**src/rtl/pgseg_pkg.sv**
```systemverilog
// Shared types, codes, constants and the CORDIC angle table of the polar grid ground segmenter.
package pgseg_pkg;

  localparam logic [1:0] KIND_INSERT   = 2'd0;
  localparam logic [1:0] KIND_CLASSIFY = 2'd1;
  localparam logic [1:0] KIND_CLEAR    = 2'd2;
  localparam logic [1:0] KIND_NONE     = 2'd3;

  localparam logic [1:0] CFG_SPREAD_LIMIT = 2'd0;
  localparam logic [1:0] CFG_MIN_RADIUS   = 2'd1;
  localparam logic [1:0] CFG_MAX_RADIUS   = 2'd2;
  localparam logic [1:0] CFG_RING_SCALE   = 2'd3;

  localparam logic [9:0]  RST_SPREAD_LIMIT = 10'd51;
  localparam logic [13:0] RST_MIN_RADIUS   = 14'd128;
  localparam logic [14:0] RST_MAX_RADIUS   = 15'd12800;
  localparam logic [15:0] RST_RING_SCALE   = 16'd827;

  localparam logic signed [15:0] EMPTY_MIN = 16'sd32767;
  localparam logic signed [15:0] EMPTY_MAX = -16'sd5120;

  // Number of steps of the shift-subtract square root on a 32-bit value.
  localparam int SQRT_STEPS = 16;

  typedef enum logic [3:0] {
    ST_INIT,
    ST_IDLE,
    ST_CLEAR,
    ST_SQUARE,
    ST_SUM,
    ST_RANGE,
    ST_ITER,
    ST_SCALE,
    ST_CLAMP,
    ST_ADDR,
    ST_READ,
    ST_UPDATE
  } state_t;

  typedef struct packed {
    logic load;
    logic square;
    logic sum;
    logic cordic_init;
    logic step;
    logic scale;
    logic clamp;
    logic addr;
    logic read;
    logic update;
    logic clr_write;
    logic post_zero;
    logic post_point;
    logic post_clear;
  } cmd_t;

  typedef struct packed {
    logic [1:0] kind;
    logic       in_range;
    logic       iter_last;
    logic       clr_last;
  } status_t;

  // Arctangent of 2^-i as a fraction of a full turn in 32-bit units.
  function automatic logic [31:0] atan_turn(input logic [4:0] i);
    logic [31:0] a;
    unique case (i)
      5'd0:  a = 32'h20000000;
      5'd1:  a = 32'h12E4051E;
      5'd2:  a = 32'h09FB385B;
      5'd3:  a = 32'h051111D4;
      5'd4:  a = 32'h028B0D43;
      5'd5:  a = 32'h0145D7E1;
      5'd6:  a = 32'h00A2F61E;
      5'd7:  a = 32'h00517C55;
      5'd8:  a = 32'h0028BE53;
      5'd9:  a = 32'h00145F2F;
      5'd10: a = 32'h000A2F98;
      5'd11: a = 32'h000517CC;
      5'd12: a = 32'h00028BE6;
      5'd13: a = 32'h000145F3;
      5'd14: a = 32'h0000A2FA;
      5'd15: a = 32'h0000517D;
      5'd16: a = 32'h000028BE;
      5'd17: a = 32'h0000145F;
      5'd18: a = 32'h00000A30;
      5'd19: a = 32'h00000518;
      5'd20: a = 32'h0000028C;
      5'd21: a = 32'h00000146;
      5'd22: a = 32'h000000A3;
      5'd23: a = 32'h00000051;
      default: a = 32'h00000000;
    endcase
    return a;
  endfunction

endpackage

```
**src/rtl/pgseg_ctrl.sv**
```systemverilog
// Controller state machine that sequences the segmenter datapath.
module pgseg_ctrl
  import pgseg_pkg::*;
(
  input  logic    clk,
  input  logic    rst,
  input  logic    start,
  input  status_t stat,
  output cmd_t    cmd,
  output logic    busy,
  output logic    done
);

  state_t state;
  state_t state_next;
  logic   done_next;

  always_ff @(posedge clk) begin
    if (rst) begin
      state <= ST_INIT;
      done  <= 1'b0;
    end else begin
      state <= state_next;
      done  <= done_next;
    end
  end

  always_comb begin
    cmd        = '0;
    state_next = state;
    unique case (state)
      ST_INIT: begin
        cmd.clr_write = 1'b1;
        if (stat.clr_last) state_next = ST_IDLE;
      end
      ST_IDLE: begin
        if (start) begin
          cmd.load   = 1'b1;
          state_next = ST_SQUARE;
        end
      end
      ST_SQUARE: begin
        cmd.square = 1'b1;
        priority if (stat.kind == KIND_CLEAR) begin
          state_next = ST_CLEAR;
        end else if (stat.kind == KIND_NONE) begin
          cmd.post_zero = 1'b1;
          state_next    = ST_IDLE;
        end else begin
          state_next = ST_SUM;
        end
      end
      ST_SUM: begin
        cmd.sum    = 1'b1;
        state_next = ST_RANGE;
      end
      ST_RANGE: begin
        if (stat.in_range) begin
          cmd.cordic_init = 1'b1;
          state_next      = ST_ITER;
        end else begin
          cmd.post_zero = 1'b1;
          state_next    = ST_IDLE;
        end
      end
      ST_ITER: begin
        cmd.step = 1'b1;
        if (stat.iter_last) state_next = ST_SCALE;
      end
      ST_SCALE: begin
        cmd.scale  = 1'b1;
        state_next = ST_CLAMP;
      end
      ST_CLAMP: begin
        cmd.clamp  = 1'b1;
        state_next = ST_ADDR;
      end
      ST_ADDR: begin
        cmd.addr   = 1'b1;
        state_next = ST_READ;
      end
      ST_READ: begin
        cmd.read   = 1'b1;
        state_next = ST_UPDATE;
      end
      ST_UPDATE: begin
        cmd.update     = 1'b1;
        cmd.post_point = 1'b1;
        state_next     = ST_IDLE;
      end
      ST_CLEAR: begin
        cmd.clr_write = 1'b1;
        if (stat.clr_last) begin
          cmd.post_clear = 1'b1;
          state_next     = ST_IDLE;
        end
      end
      default: state_next = ST_IDLE;
    endcase
  end

  assign done_next = cmd.post_zero | cmd.post_point | cmd.post_clear;
  assign busy      = (state != ST_IDLE);

endmodule

```
**config.mk**
```make
export PLATFORM = sky130hd
export DESIGN_NAME = pgseg_ctrl
export DESIGN_NICKNAME = d
export VERILOG_FILES = /design/src/rtl/pgseg_pkg.sv /design/src/rtl/pgseg_ctrl.sv
export SDC_FILE = /design/constraint.sdc
export NUM_CORES = 1
export LEC_CHECK = 0
export ABC_AREA = 1
export BUFFER_PORTS_ARGS = -buffer_cell sky130_fd_sc_hd__buf_2
export CAP_MARGIN = 20
export CORE_AREA = 2 2 39 41
export CTS_BUF_LIST = sky130_fd_sc_hd__clkbuf_2
export DETAILED_ROUTE_END_ITERATION = 6
export DIE_AREA = 0 0 41 43
export SLEW_MARGIN = 20
export SYNTH_ARGS = -nofsm -noshare
export SYNTH_HDL_FRONTEND = slang
export SYNTH_SLANG_ARGS = --single-unit
```
**constraint.sdc**
```tcl
create_clock -name clk -period 1.5 [get_ports clk]
set_input_delay 0.075 -clock clk [delete_from_list [all_inputs] [get_ports clk]]
set_output_delay 0.075 -clock clk [all_outputs]
set_load 0.03 [all_outputs]
```
# Yosys cells after proc, flatten, opt, wreduce, memory -nomap -nowiden
# Cells that the tools add are included.
[totals]
in_bits = 8
word_cells = 50
reg_bits = 5
[op_classes]
reduce_logical = 3
muxes = 26
n_eq_ne = 17
n_bitwise = 2
[ops]
columns = ["operator", "count"]
rows = [
  ["$pmux W4 S10", 1],
  ["$mux W1", 18],
  ["$eq A4 B3 Y1 const B", 4],
  ["$eq A4 B4 Y1 const B", 4],
  ["$mux W4", 4],
  ["$eq A4 B2 Y1 const B", 2],
  ["$mux W3", 2],
  ["$eq A2 B2 Y1 const B", 2],
  ["$eq A4 B1 Y1 const B", 1],
  ["$logic_not A4 Y1", 1],
  ["$ne A2 B2 Y1 const B", 2],
  ["$ne A4 B1 Y1 const B", 1],
  ["$reduce_and A3 Y1", 1],
  ["$ne A2 B1 Y1 const B", 1],
  ["$or A1 B1 Y1", 2],
  ["$pmux W1 S2", 1],
  ["$reduce_or A2 Y1", 1],
]

# Logic depth before layout (Yosys ltp)
[logic_depth]
depth_word = 6
mapped_depth = 8

# Worst setup path after synthesis
# Ideal clock, no wire load.
[synth_timing]
path_type = "register -> output"
from = "register state[2]"
to = "output port cmd[13] (netlist bit)"
slack_ps = 74
t_arrival_ps = 1351
n_path_buf = 0
path_stages_with_launch = 4
cell_sequence = "dfxtp_1 > nor2_1 > nand2_1 > nor2_1"
[synth_rtl]
columns = ["element", "line_no", "source"]
rows = [
  ["start: declaration", "pgseg_ctrl.sv:14", "state_t state;"],
  ["start signal: assignment", "pgseg_ctrl.sv:23", "state <= state_next;"],
  ["end: declaration", "pgseg_ctrl.sv:9", "output cmd_t cmd,"],
]

==> out/qor.yml <==
synth:
  seq_area_frac_synth_pct: 22.3
  synthMuxAreaShare_pct: 0
  synthTopCellsByCount: "20 x nand2_1, 17 x nor2_1, 13 x inv_1"
  synth.largest_area_cell: "dfxtp_1"
  synth_top_area_share_pct: 22.3
  synth_top_family_by_area: "simple AND/OR/NAND/NOR gates"
  synthAdderAreaFrac_pct: 0
  synth_nets: 88
  avgSynthCellArea_sq_um: 5.61
  synth-main-ff-cell: "dfxtp_1"
  synth_edf_count: 0
  async_flop_share_pct: 0
  synthSimpleGateAreaFrac_pct: 50.1
  yosys_warnings: 0
  ys_ff_latch: 5
  synth_xor_area_share_pct: 0
  syn_area_sq_um: 449
  ys_types: 18
  synth_cells: 80
  ys_top_cells_by_area: "dfxtp_1 22%, nand2_1 17%, nor2_1 14%, inv_1 11%, nand3_1 4.5%"
  synth_compound_area_share_pct: 12.3
  synth_most_common_cell: "nand2_1"
die:
  num_io_pins: 24
  dieWidth_microns: 41
  initial_core_util_pct: 32.5
  core_region_area_sq_mm: 0.00138
  num_rows: 14
  dieHeight_microns: 43
  dieArea_sq_mm: 0.00176
sta:
  rsz0062_at_grt: "false"
  final.setup_skew_ns: 0.00636
  finalSetupViolCount: 0
  final.setup.tns_ns: 0
  fmax_ghz: 0.708
  slew_viol_final: 0
  fin_crit_sh_pct: 94.1
  worst_pin_slew_ns: 0.237
  max-slew-margin-rel_pct: 84.2
  hold_viol: 0
  fin_crit_ns: 1.41
critical_path:
  crit_start: "state[2]"
  cpPeakStageDelay_ns: 0.39
  cp_cell_sequence: "inv_1 -> nor2_2 -> nand3b_1 -> o21ai_4 -> clkbuf_4"
  worstReg2RegEnd: "state[1]"
  cp_data_required_time_ns: 1.42
  rrSetupSlack_ns: 0.29
  worstPathArrival_ns: 1.34
  cp-endpoint: "cmd[2]"
  reg2reg_depth: 7
  slowest_stage: "dfxtp_2"
  crit_family: "flip-flops"
  critPathMaxFanout: 5
  path_depth: 5
  critPathKind: "reg -> out"
  critPathLaunchType: "flip-flop"
  cp_num_buf_inv: 2
  reg2reg_from: "state[3]"
  cp-end-kind: "output pin"
clocking:
  cts-root-buf: "clkbuf_2"
  ctsResizeCount: 1
  path_clk_slew_ns: 0.06
  postCtsSetupRepairBufs: 0
  cts_buffer_depth: 2
  postCtsHoldBufs: 0
  insertion_delay_ns: 0.23
  numCtsBuffers: 3
  clock-sinks: 5
  cts_tree: "done"
  htree_num_levels: 1
run:
  maxCapViolations: 0
global_route:
  grt_pass1_wl_microns: 1900
  grt_max_degree: 7
  grt_pass1_vias: 484
  grt_overflow: 0
  grt_usage_pct: 15.9
  grt_antenna_before_repair: 0
status:
  status: "complete, no violations"
pwr:
  pwr_density_cell_mw_per_mm2: 652
  peakVddDrop_v: 0.000455
  power_w: 0.000402
  power_leakage_nw: 0.380
finish:
  final_nets: 115
  nFillCells: 146
  drive_above_1_share_pct: 40.6
  num_antenna_cells: 0
  syn_to_final_growth_pct: 37.0
  postLayoutCellArea_sq_um: 616
route:
  wl_per_cell_microns: 9.58
  ant_nets: 0
  via_per_inst: 4.48
  num_vias: 546
  drt_wl_total_microns: 1170
  drc: 0
  dr.pass1.iters: 4
  dr.first_iter.drc_count: 11
worst_hold_path:
  hold_start: "rst"
  min_path_type: "in -> reg"
placed_design:
  portBuffers: 23
  gp_congestion: 0.842
  placed_area_sq_um: 577
  dp_hpwl_microns: 976
[stage by stage]
stage          worst slack (ns)  hold slack (ns)  util, %  instances
2_1_floorplan            0.0739            0.137        -         80
3_3_place_gp              0.250            0.298     41.7        118
3_5_place_dp              0.251            0.295     41.7        118
4_1_cts                  0.0353           0.0522     43.3        122
5_1_grt                 0.00348           0.0348     44.5        122
6_report                 0.0879           0.0525     44.5        122
[sequential cells by signal (all words and copies together) (netlist names)]
name,cells
done,1
state,4
[per-layer routing]
metal  routed length, microns  vias to the layer above  track usage (%)  share of wire, %
met5                        0                        -                0                 0
met4                        0                        0             4.00                 0
met3                       73                        0             7.85               6.2
met2                      570                       16             23.1                49
met1                      525                      233             20.3                45
li1                         -                      297                -                 -
[layout make-up]
cell class | count | area, sq um | share of cell area, %
sequential | 5 | 104 | 16.9
clock buffer | 4 | 20.0 | 3.25
inverter | 16 | 61.3 | 9.96
tap | 16 | 20.0 | 3.25
timing repair buffer | 23 | 118 | 19.1
multi-input combinational | 58 | 293 | 47.6
[how the worst min path moves through the flow]
| stage | to | slack (ns) | cells after the start |
|---|---|---|---|
| 2_1_floorplan | state[1] | 0.14 | 1 |
| 3_3_place_gp | state[1] | 0.30 | 2 |
| 3_5_place_dp | state[1] | 0.29 | 2 |
| 4_1_cts | state[1] | 0.05 | 2 |
| 5_1_grt | state[1] | 0.03 | 2 |
| 6_report | state[1] | 0.05 | 2 |
[cell usage in the layout, fill, tap and decap left out, types with 3 or more instances in the layout]
cell / count
nand2_1: 20
nor2_2: 4
a21oi_1: 3
dfxtp_2: 3
inv_1: 13
o21ai_0: 3
nand3_1: 4
clkbuf_2: 4
nor2_1: 14
buf_2: 22
[cells by family after synthesis]
group	Yosys count
AOI/OAI and AO/OA	8
buffers and inverters	17
DFF	5
and+or+nand+nor	50
[worst reg2reg max path: cells and delay by family (launching register included)]
kind / cells / cell delay [ns]
and+or+nand+nor: 5 / 0.52
DFF: 1 / 0.34
buffers and inverters: 1 / 0.15
AOI/OAI and AO/OA: 1 / 0.12
[where the power goes]
group          internal (W)  total, W  switching, W
logic             0.0000395  0.000120     0.0000803
registers          0.000141  0.000153     0.0000122
clock network     0.0000706  0.000129     0.0000583
No activity file was read; power rests on OpenSTA's default activity.
